`src/hdl/path_option_payoff_defines.svh`:
```
// Assertion macros shared by the path payoff RTL.
`ifndef PATH_OPTION_PAYOFF_DEFINES_SVH
`define PATH_OPTION_PAYOFF_DEFINES_SVH

`ifndef SYNTHESIS
// Clocked assertion with an explicit clock and active-low reset.
`define POP_ASSERT_CLK(lbl, clk, rstn, prop, msg) \
  lbl: assert property (@(posedge clk) disable iff (!rstn) (prop)) else $error(msg);
// Clocked assertion on the block's own clock and reset.
`define POP_ASSERT(lbl, prop, msg) `POP_ASSERT_CLK(lbl, clk_i, rst_ni, prop, msg)
`else
`define POP_ASSERT_CLK(lbl, clk, rstn, prop, msg)
`define POP_ASSERT(lbl, prop, msg)
`endif

`endif

```
`src/hdl/pop_pkg.sv`:
```
// Package of types and constants for the path payoff block.
package pop_pkg;

  localparam int PriceW     = 32;
  localparam int DiscW      = 17;
  localparam int ModeW      = 2;
  localparam int CfgIdxW    = 2;
  localparam int CfgDataW   = 32;
  localparam int MaxPathLen = 1024;

  typedef enum logic [ModeW-1:0] {
    PopCall     = 2'd0,
    PopLookback = 2'd1,
    PopBarrier  = 2'd2,
    PopCompound = 2'd3
  } pop_mode_e;

  typedef enum logic [CfgIdxW-1:0] {
    RegPayoffMode     = 2'd0,
    RegStrikeLevel    = 2'd1,
    RegSecondLevel    = 2'd2,
    RegDiscountFactor = 2'd3
  } pop_reg_e;

  typedef enum logic [2:0] {
    StIdle,
    StLbMul,
    StLbSub,
    StDisc,
    StRound,
    StDivPrep,
    StDiv,
    StCmp
  } pop_state_e;

endpackage

```
`src/hdl/pop_intf.sv`:
```
// Handshake interfaces for the sample, result and configuration channels.
interface pop_smp_if;
  logic                         valid;
  logic                         ready;
  logic [pop_pkg::PriceW-1:0]   price_sample;
  logic                         last_sample;

  modport source (output valid, price_sample, last_sample, input ready);
  modport sink   (input valid, price_sample, last_sample, output ready);
endinterface

interface pop_res_if;
  logic                         valid;
  logic                         ready;
  logic [pop_pkg::PriceW-1:0]   payoff_value;
  logic                         barrier_crossed;

  modport source (output valid, payoff_value, barrier_crossed, input ready);
  modport sink   (input valid, payoff_value, barrier_crossed, output ready);
endinterface

interface pop_cfg_if;
  logic                           valid;
  logic                           ready;
  logic [pop_pkg::CfgIdxW-1:0]    index;
  logic [pop_pkg::CfgDataW-1:0]   data;

  modport source (output valid, index, data, input ready);
  modport sink   (input valid, index, data, output ready);
endinterface

```
`src/hdl/path_option_payoff.sv`:
```
// Path payoff evaluator: one price sample per beat, payoff beat on the last sample.
//
// Each sample that does not end a path only updates the path state: the running
// minimum, the barrier flag, the excess sum and the sample count update as it
// is accepted. The sample that ends a path hands the path to a small
// sequencer around one shared 33 x 32 multiplier and a one-bit-per-cycle
// restoring divider, and the sample input is not ready until the result sits
// in the output register. Call and barrier modes go through StDisc and StRound,
// lookback through StLbMul and StLbSub first (two passes through the multiplier)
// and the compound mode through StDivPrep, StDiv and StCmp. A result waiting in
// the output register does not stop new samples. Configuration must be written
// with no path in progress; the block does not enforce this, and the cfg port is
// always ready.
`include "path_option_payoff_defines.svh"

module path_option_payoff #(
  parameter int MAX_PATH_LEN = pop_pkg::MaxPathLen
) (
  input  logic      clk_i,
  input  logic      rst_ni,
  pop_smp_if.sink   sample_i,
  pop_res_if.source result_o,
  pop_cfg_if.sink   cfg_i
);

  localparam int PriceW = pop_pkg::PriceW;
  localparam int DiscW  = pop_pkg::DiscW;
  localparam int CntW   = $clog2(MAX_PATH_LEN + 1);
  localparam int SumW   = PriceW + CntW;
  localparam int NumW   = SumW + 1;
  localparam int StepW  = $clog2(NumW + 1);
  localparam int MulAW  = PriceW + 1;
  localparam int ProdW  = 2 * PriceW;

  // Configuration registers.
  pop_pkg::pop_mode_e    mode_q;
  logic [PriceW-1:0]     strike_q;
  logic [PriceW-1:0]     second_q;
  logic [DiscW-1:0]      disc_q;

  // Path state.
  logic [PriceW-1:0]     min_q, min_d;
  logic                  crossed_q, crossed_d;
  logic [SumW-1:0]       sum_q, sum_d;
  logic [CntW-1:0]       cnt_q, cnt_d;

  // Working registers of the payoff sequencer.
  pop_pkg::pop_state_e   state_q, state_d;
  pop_pkg::pop_mode_e    lmode_q;
  logic [PriceW-1:0]     fin_q;
  logic [PriceW-1:0]     lmin_q;
  logic [MulAW-1:0]      a_q;
  logic [ProdW-1:0]      prod_q;
  logic [NumW-1:0]       quo_q;
  logic [CntW-1:0]       rem_q;
  logic [CntW-1:0]       div_q;
  logic [StepW-1:0]      step_q;
  logic                  cr_q;

  // Output register.
  logic                  out_valid_q;
  logic [PriceW-1:0]     out_pay_q;
  logic                  out_cr_q;

  logic                  smp_acc;
  logic                  last_acc;
  logic                  out_load;
  logic [PriceW-1:0]     x;
  logic                  above;
  logic [PriceW-1:0]     excess;

  // Shared multiplier.
  logic [MulAW-1:0]      mul_a;
  logic [PriceW-1:0]     mul_b;
  logic [ProdW:0]        mul_p;

  // Datapath helpers.
  logic [ProdW-1:0]      fin_w;
  logic [ProdW-1:0]      lb_e;
  logic [ProdW-1:0]      lb_er;
  logic [ProdW-1:0]      rnd;
  logic [CntW:0]         rem_sh;
  logic [CntW:0]         rem_diff;
  logic                  div_ge;
  logic [NumW-1:0]       strike_x;
  logic [NumW-1:0]       cmp_diff;

  assign x        = sample_i.price_sample;
  assign sample_i.ready = (state_q == pop_pkg::StIdle);
  assign smp_acc  = sample_i.valid && sample_i.ready;
  assign last_acc = smp_acc && sample_i.last_sample;
  assign cfg_i.ready = 1'b1;

  assign above  = (x > second_q);
  assign excess = above ? (x - second_q) : '0;

  // ---------------------------------------------------------------------------
  // Configuration.
  always_ff @(posedge clk_i or negedge rst_ni) begin
    if (!rst_ni) begin
      mode_q   <= pop_pkg::PopCall;
      strike_q <= '0;
      second_q <= '0;
      disc_q   <= DiscW'(65536);
    end else if (cfg_i.valid && cfg_i.ready) begin
      case (pop_pkg::pop_reg_e'(cfg_i.index))
        pop_pkg::RegPayoffMode:     mode_q   <= pop_pkg::pop_mode_e'(cfg_i.data[1:0]);
        pop_pkg::RegStrikeLevel:    strike_q <= cfg_i.data[PriceW-1:0];
        pop_pkg::RegSecondLevel:    second_q <= cfg_i.data[PriceW-1:0];
        pop_pkg::RegDiscountFactor: disc_q   <= cfg_i.data[DiscW-1:0];
        default: ;
      endcase
    end
  end

  // ---------------------------------------------------------------------------
  // Path statistics, updated with every accepted sample and cleared on the last one.
  always_comb begin
    min_d     = (x < min_q) ? x : min_q;
    crossed_d = crossed_q | above;
    sum_d     = sum_q;
    cnt_d     = cnt_q;
    if (cnt_q < CntW'(MAX_PATH_LEN)) begin
      sum_d = sum_q + SumW'(excess);
      cnt_d = cnt_q + CntW'(1);
    end
  end

  always_ff @(posedge clk_i or negedge rst_ni) begin
    if (!rst_ni) begin
      min_q     <= '1;
      crossed_q <= 1'b0;
      sum_q     <= '0;
      cnt_q     <= '0;
    end else if (last_acc) begin
      min_q     <= '1;
      crossed_q <= 1'b0;
      sum_q     <= '0;
      cnt_q     <= '0;
    end else if (smp_acc) begin
      min_q     <= min_d;
      crossed_q <= crossed_d;
      sum_q     <= sum_d;
      cnt_q     <= cnt_d;
    end
  end

  // ---------------------------------------------------------------------------
  // Sequencer.
  always_ff @(posedge clk_i or negedge rst_ni) begin
    if (!rst_ni) begin
      state_q <= pop_pkg::StIdle;
    end else begin
      state_q <= state_d;
    end
  end

  always_comb begin
    state_d  = state_q;
    out_load = 1'b0;
    case (state_q)
      pop_pkg::StIdle: begin
        if (last_acc) begin
          case (mode_q)
            pop_pkg::PopLookback: state_d = pop_pkg::StLbMul;
            pop_pkg::PopCompound: state_d = pop_pkg::StDivPrep;
            default:              state_d = pop_pkg::StDisc;
          endcase
        end
      end
      pop_pkg::StLbMul:   state_d = pop_pkg::StLbSub;
      pop_pkg::StLbSub:   state_d = pop_pkg::StDisc;
      pop_pkg::StDisc:    state_d = pop_pkg::StRound;
      pop_pkg::StDivPrep: state_d = pop_pkg::StDiv;
      pop_pkg::StDiv: begin
        if (step_q == StepW'(NumW - 1)) begin
          state_d = pop_pkg::StCmp;
        end
      end
      pop_pkg::StRound, pop_pkg::StCmp: begin
        // The result goes out once the output register is free.
        if (!out_valid_q || result_o.ready) begin
          out_load = 1'b1;
          state_d  = pop_pkg::StIdle;
        end
      end
      default: state_d = pop_pkg::StIdle;
    endcase
  end

  // ---------------------------------------------------------------------------
  // Shared datapath.
  always_comb begin
    if (state_q == pop_pkg::StLbMul) begin
      mul_a = MulAW'(lmin_q);
      mul_b = second_q;
    end else begin
      mul_a = a_q;
      mul_b = PriceW'(disc_q);
    end
    mul_p = (ProdW + 1)'(mul_a) * (ProdW + 1)'(mul_b);

    // Lookback: final price in Q32.32 less factor times minimum, back to Q16.16.
    fin_w = {16'b0, fin_q, 16'b0};
    lb_e  = (fin_w > prod_q) ? (fin_w - prod_q) : '0;
    lb_er = lb_e + ProdW'(32768);

    rnd = prod_q + ProdW'(32768);

    rem_sh   = {rem_q, quo_q[NumW-1]};
    rem_diff = rem_sh - {1'b0, div_q};
    div_ge   = (rem_sh >= {1'b0, div_q});

    strike_x = NumW'(strike_q);
    cmp_diff = strike_x - quo_q;
  end

  always_ff @(posedge clk_i) begin
    case (state_q)
      pop_pkg::StIdle: begin
        if (last_acc) begin
          lmode_q <= mode_q;
          fin_q   <= x;
          lmin_q  <= min_d;
          cr_q    <= crossed_d;
          if ((mode_q == pop_pkg::PopBarrier) && crossed_d) begin
            a_q <= '0;
          end else begin
            a_q <= (x > strike_q) ? MulAW'(x - strike_q) : '0;
          end
          quo_q <= {1'b0, sum_d};
          div_q <= (cnt_d == '0) ? CntW'(1) : cnt_d;
        end
      end
      pop_pkg::StLbMul: prod_q <= mul_p[ProdW-1:0];
      pop_pkg::StLbSub: a_q    <= lb_er[16 +: MulAW];
      pop_pkg::StDisc:  prod_q <= mul_p[ProdW-1:0];
      pop_pkg::StDivPrep: begin
        // Half the divisor first, so that the quotient rounds to nearest.
        quo_q <= quo_q + NumW'(div_q >> 1);
        rem_q <= '0;
      end
      pop_pkg::StDiv: begin
        rem_q <= div_ge ? rem_diff[CntW-1:0] : rem_sh[CntW-1:0];
        quo_q <= {quo_q[NumW-2:0], div_ge};
      end
      default: ;
    endcase
  end

  always_ff @(posedge clk_i or negedge rst_ni) begin
    if (!rst_ni) begin
      step_q <= '0;
    end else if (state_q == pop_pkg::StDiv) begin
      step_q <= step_q + StepW'(1);
    end else begin
      step_q <= '0;
    end
  end

  // ---------------------------------------------------------------------------
  // Output register.
  always_ff @(posedge clk_i or negedge rst_ni) begin
    if (!rst_ni) begin
      out_valid_q <= 1'b0;
    end else if (out_load) begin
      out_valid_q <= 1'b1;
    end else if (result_o.ready) begin
      out_valid_q <= 1'b0;
    end
  end

  // The compound result comes from the compare state, all others from rounding.
  always_ff @(posedge clk_i) begin
    if (out_load) begin
      out_pay_q <= (state_q == pop_pkg::StCmp)
                   ? ((strike_x > quo_q) ? cmp_diff[PriceW-1:0] : '0)
                   : ((|rnd[ProdW-1:PriceW+16]) ? '1 : rnd[16 +: PriceW]);
      out_cr_q  <= cr_q;
    end
  end

  assign result_o.valid           = out_valid_q;
  assign result_o.payoff_value    = out_pay_q;
  assign result_o.barrier_crossed = out_cr_q;

  // ---------------------------------------------------------------------------
  // Assertions.
  `POP_ASSERT(a_out_from_seq, $rose(out_valid_q) |-> $past(out_load),
              "Result beat raised without a finished payoff.")
  `POP_ASSERT(a_div_steps, (state_q == pop_pkg::StDiv) |-> (step_q < StepW'(NumW)),
              "Divider ran past its last quotient bit.")
  `POP_ASSERT(a_cnt_cap, cnt_q <= CntW'(MAX_PATH_LEN),
              "Sample count exceeded the path length limit.")
  `POP_ASSERT(a_knock_out, (out_load && (lmode_q == pop_pkg::PopBarrier) && cr_q)
              |=> (out_pay_q == '0),
              "Knocked-out barrier path gave a non-zero payoff.")

endmodule

```
`src/flat_wrapper.sv`:
```
// flat-port wrapper written by rule: the top's interface ports become plain ports
module path_option_payoff_flat 
#(
  parameter int MAX_PATH_LEN = pop_pkg::MaxPathLen
)
  (clk_i, rst_ni, sample_i_valid, sample_i_price_sample, sample_i_last_sample, sample_i_ready, result_o_valid, result_o_payoff_value, result_o_barrier_crossed, result_o_ready, cfg_i_valid, cfg_i_index, cfg_i_data, cfg_i_ready);
  pop_smp_if sample_i_i ();
  pop_res_if result_o_i ();
  pop_cfg_if cfg_i_i ();
  input  logic clk_i;
  input  logic rst_ni;
  input wire logic [$bits(sample_i_i.valid)-1:0] sample_i_valid;
  input wire logic [$bits(sample_i_i.price_sample)-1:0] sample_i_price_sample;
  input wire logic [$bits(sample_i_i.last_sample)-1:0] sample_i_last_sample;
  output wire logic [$bits(sample_i_i.ready)-1:0] sample_i_ready;
  output wire logic [$bits(result_o_i.valid)-1:0] result_o_valid;
  output wire logic [$bits(result_o_i.payoff_value)-1:0] result_o_payoff_value;
  output wire logic [$bits(result_o_i.barrier_crossed)-1:0] result_o_barrier_crossed;
  input wire logic [$bits(result_o_i.ready)-1:0] result_o_ready;
  input wire logic [$bits(cfg_i_i.valid)-1:0] cfg_i_valid;
  input wire logic [$bits(cfg_i_i.index)-1:0] cfg_i_index;
  input wire logic [$bits(cfg_i_i.data)-1:0] cfg_i_data;
  output wire logic [$bits(cfg_i_i.ready)-1:0] cfg_i_ready;
  assign sample_i_i.valid = sample_i_valid;
  assign sample_i_i.price_sample = sample_i_price_sample;
  assign sample_i_i.last_sample = sample_i_last_sample;
  assign sample_i_ready = sample_i_i.ready;
  assign result_o_valid = result_o_i.valid;
  assign result_o_payoff_value = result_o_i.payoff_value;
  assign result_o_barrier_crossed = result_o_i.barrier_crossed;
  assign result_o_i.ready = result_o_ready;
  assign cfg_i_i.valid = cfg_i_valid;
  assign cfg_i_i.index = cfg_i_index;
  assign cfg_i_i.data = cfg_i_data;
  assign cfg_i_ready = cfg_i_i.ready;
  path_option_payoff #(.MAX_PATH_LEN(MAX_PATH_LEN)) u_core (.clk_i(clk_i), .rst_ni(rst_ni), .sample_i(sample_i_i), .result_o(result_o_i), .cfg_i(cfg_i_i));
endmodule
```
`config.mk`:
```
export PLATFORM = sky130hd
export DESIGN_NAME = path_option_payoff_flat
export DESIGN_NICKNAME = d
export VERILOG_FILES = /design/src/hdl/pop_pkg.sv /design/src/hdl/pop_intf.sv /design/src/hdl/path_option_payoff.sv /design/src/flat_wrapper.sv
export VERILOG_INCLUDE_DIRS = /design/src /design/src/hdl
export SDC_FILE = /design/constraint.sdc
export NUM_CORES = 2
export LEC_CHECK = 0
export BUFFER_PORTS_ARGS = -buffer_cell sky130_fd_sc_hd__buf_2
export CAP_MARGIN = 20
export CELL_PAD_IN_SITES_DETAIL_PLACEMENT = 0
export CELL_PAD_IN_SITES_GLOBAL_PLACEMENT = 1
export CORE_AREA = 5 5 378 343
export DETAILED_ROUTE_END_ITERATION = 8
export DIE_AREA = 0 0 383 348
export GPL_ROUTABILITY_DRIVEN = 0
export PLACE_DENSITY_LB_ADDON = 0.08
export SLEW_MARGIN = 20
export SYNTH_ARGS = -nofsm -noshare
export SYNTH_HDL_FRONTEND = slang
export SYNTH_SLANG_ARGS = --single-unit
```
`constraint.sdc`:
```
create_clock -name clk_i -period 17.2 [get_ports clk_i]
set_input_delay 0.86 -clock clk_i [delete_from_list [all_inputs] [get_ports clk_i]]
set_output_delay 0.86 -clock clk_i [all_outputs]
set_load 0.005 [all_outputs]
```
==> results.json <==
{
  "outcome": "finished, final reports clean",
  "start_util_pct": 51.4,
  "port-buffer-count": 106,
  "die_x_um": 383,
  "dieArea_sq_mm": 0.133,
  "setup_violations": 0,
  "crit_path_top_delay_cell": "buf_4",
  "finalHoldViolations": 0,
  "clk_pin_slew_ps": 60,
  "ant_nets": 0,
  "reg2reg_from": "u_core.state_q[1]",
  "synth_area_sq_mm": 0.0646,
  "critical_path_class": "flip-flop to flip-flop",
  "r2r_setup_slack_ps": 4920,
  "die_h_um": 348,
  "wl_per_cell_um": 26.4,
  "synth_top_area_share_pct": 28.9,
  "drt-pass1-iter-count": 6,
  "drc": 0,
  "synthTopCellsByArea": "fa_1, edfxtp_1, ha_1",
  "slowest_delay_ps": 800,
  "clock_skew_ps": 48.0,
  "setup_tns_ps": 0,
  "core-area_sq_mm": 0.126,
  "rr_endpoint": "u_core.prod_q[60]",
  "ctsHoldBuffers": 0,
  "finalCritPeriodShare_pct": 71.4,
  "cts_tree": "done",
  "clk-insertion-delay-late_ps": 640,
  "synth_cell_type_count": 104,
  "ys_seq_area_share_pct": 19.2,
  "rsz0062_at_grt": "false",
  "synth_edf_count": 261,
  "syn_area_per_cell_sq_um": 9.05,
  "cp-end-kind": "flip-flop",
  "synth-seq-cells": 441,
  "cts_inserted_buffers": 51,
  "clk_path_buf_depth": 3,
  "fillers": 11726,
  "ys_warn_count": 0,
  "placed_cells": 8751,
  "fin_util_pct": 55.0,
  "globalRouteOverflowTotal": 0,
  "area_delta_synth_final_pct": 6.99,
  "post-route-min-period_ps": 12280,
  "tightest_slew_ps": 1240,
  "cts_setup_buffers": 0,
  "syn-instance-count": 7139,
  "worst_setup_path_start_kind": "flip-flop",
  "critPathMostFrequentCell": "fa_1",
  "final_nets": 8644,
  "num_vias": 53377,
  "dpl.hpwl_um": 186000,
  "grt_pass1_vias": 53366,
  "wirelength_um": 234000,
  "cts_root_buf": "clkbuf_16",
  "synthFlopType": "edfxtp_1",
  "grt_usage_pct": 35.0,
  "relSlewSlack_pct": 17.1,
  "cap_violations": 0,
  "arrival_ps": 12620,
  "cts.sinks": 441,
  "crit_required_ps": 17540,
  "worstSetupEndpoint": "u_core.prod_q[60]",
  "crit_fanout": 71,
  "drive_gt1_share_pct": 7.96,
  "drtIter0Drc": 5273,
  "synth_area_leader_cell": "fa_1",
  "reg2regPathDepth": 33,
  "finalMaxSlewViolations": 0,
  "max_freq_mhz": 81.4,
  "hold_path_class": "input port to async pin",
  "viasPerCell": 6.02,
  "startpoint": "u_core.state_q[1]",
  "grt_max_degree": 87,
  "grt_first_pass_wirelength_um": 350000,
  "fin_cells": 8861,
  "rows": 124,
  "h-tree-depth": 2,
  "synthArstFlopShare_pct": 40.8,
  "ctsResizeCount": 0,
  "antenna_found_initial": 25,
  "holdWs_ps": 254,
  "io_pins": 108
}
## worst min path at each step
stage / to / slack, ps / cells past startpoint
6_report: u_core.cnt_q[4] / 250 / 1
5_1_grt: u_core.cnt_q[4] / 290 / 1
4_1_cts: u_core.cnt_q[4] / 250 / 1
3_5_place_dp: u_core.result_o.barrier_crossed / 420 / 0
3_3_place_gp: u_core.result_o.barrier_crossed / 420 / 0
2_1_floorplan: u_core.result_o.barrier_crossed / 400 / 0
## worst max-delay path, delay by kind of cell, from the launching register on
| kind | cells | cell delay [ps] |
|---|---|---|
| xor+xnor | 1 | 110 |
| flops | 1 | 660 |
| compound gates | 5 | 1850 |
| buf+inv | 9 | 2060 |
| fa+ha+maj | 9 | 4650 |
| simple gates | 9 | 2500 |
## final cells by class
type                       count  area [sq um]  share of cell area [%]
multi-input combinational   5230         46800                    67.8
sequential                   441         12400                    17.9
inverter                    1199          4500                    6.52
tap                         1638          2050                    2.97
timing repair buffer         244          1600                    2.31
clock buffer                  74          1480                    2.14
clock inverter                22           233                   0.337
antenna                       13          32.5                  0.0471
## registers in the layout (all words and copies together), names as in the netlist, 17 cells and up
signal                        flops
u_core.a_q                       33
u_core.second_q                  32
u_core.min_q                     32
u_core.prod_q                    64
u_core.quo_q                     44
u_core.sum_q                     43
u_core.strike_q                  32
u_core.lmin_q                    32
u_core.disc_q                    17
u_core.result_o.payoff_value     32
u_core.fin_q                     32
## synthesized netlist by cell type (35+ instances only)
master	instances
a211oi_1	36
a21o_1	156
a21oi_1	268
a31oi_1	35
and3_1	231
clkbuf_1	251
dfrtp_1	147
edfxtp_1	261
fa_1	931
ha_1	474
inv_1	1199
mux2_2	117
mux2i_1	56
nand2_1	946
nand3_1	105
nand4_1	69
nor2_1	550
nor2b_1	39
nor3_1	67
o21ai_0	234
o22a_1	35
o22ai_1	36
xnor2_1	191
xor2_1	119
## layout by cell type (no fill, tap or decap), types with 117 or more instances in the layout
master    synthesis  final
edfxtp_1        261    261
ha_1            474    474
and3_1          231    231
a21o_1          156    156
fa_1            931    931
xor2_1          119    119
a21oi_1         268    267
buf_4             9    137
xnor2_1         191    191
nor2_1          550    542
inv_1          1199   1198
mux2_2          117    117
o21ai_0         234    227
dfrtp_1         147    147
nand2_1         946    944
## metrics by stage
stage	cell area [sq um]	setup slack, ps
after floorplan	64600	4440
after global placement	67300	5360
after detailed placement	67300	5180
after CTS	69000	5140
after global routing	69100	4560
final	69100	4920
## per-layer routing
metal / global-route usage (%) / part of all wire (%)
met1: 50.8 / 43
met2: 53.0 / 43
met3: 7.47 / 10
met4: 10.7 / 3.6
met5: 0 / 0.042
## cells by family (layout without fill, tap and decap cells)
group,Yosys count,count (layout),synth area share [%]
AO/OA/AOI/OAI,1118,1118,11.3
multiplexers,174,174,2.93
other,2,28,0.0116
buffers and inverters,1481,1539,8.72
AND/OR/NAND/NOR,2208,2208,15.6
flip-flops,441,441,19.2
adder cells (fa/ha/maj),1405,1405,38.0
XOR/XNOR,310,310,4.20
Power is left out: the tool's default activity adds up to more than one toggle a clock period on the data nets, which glitch-free logic cannot reach.
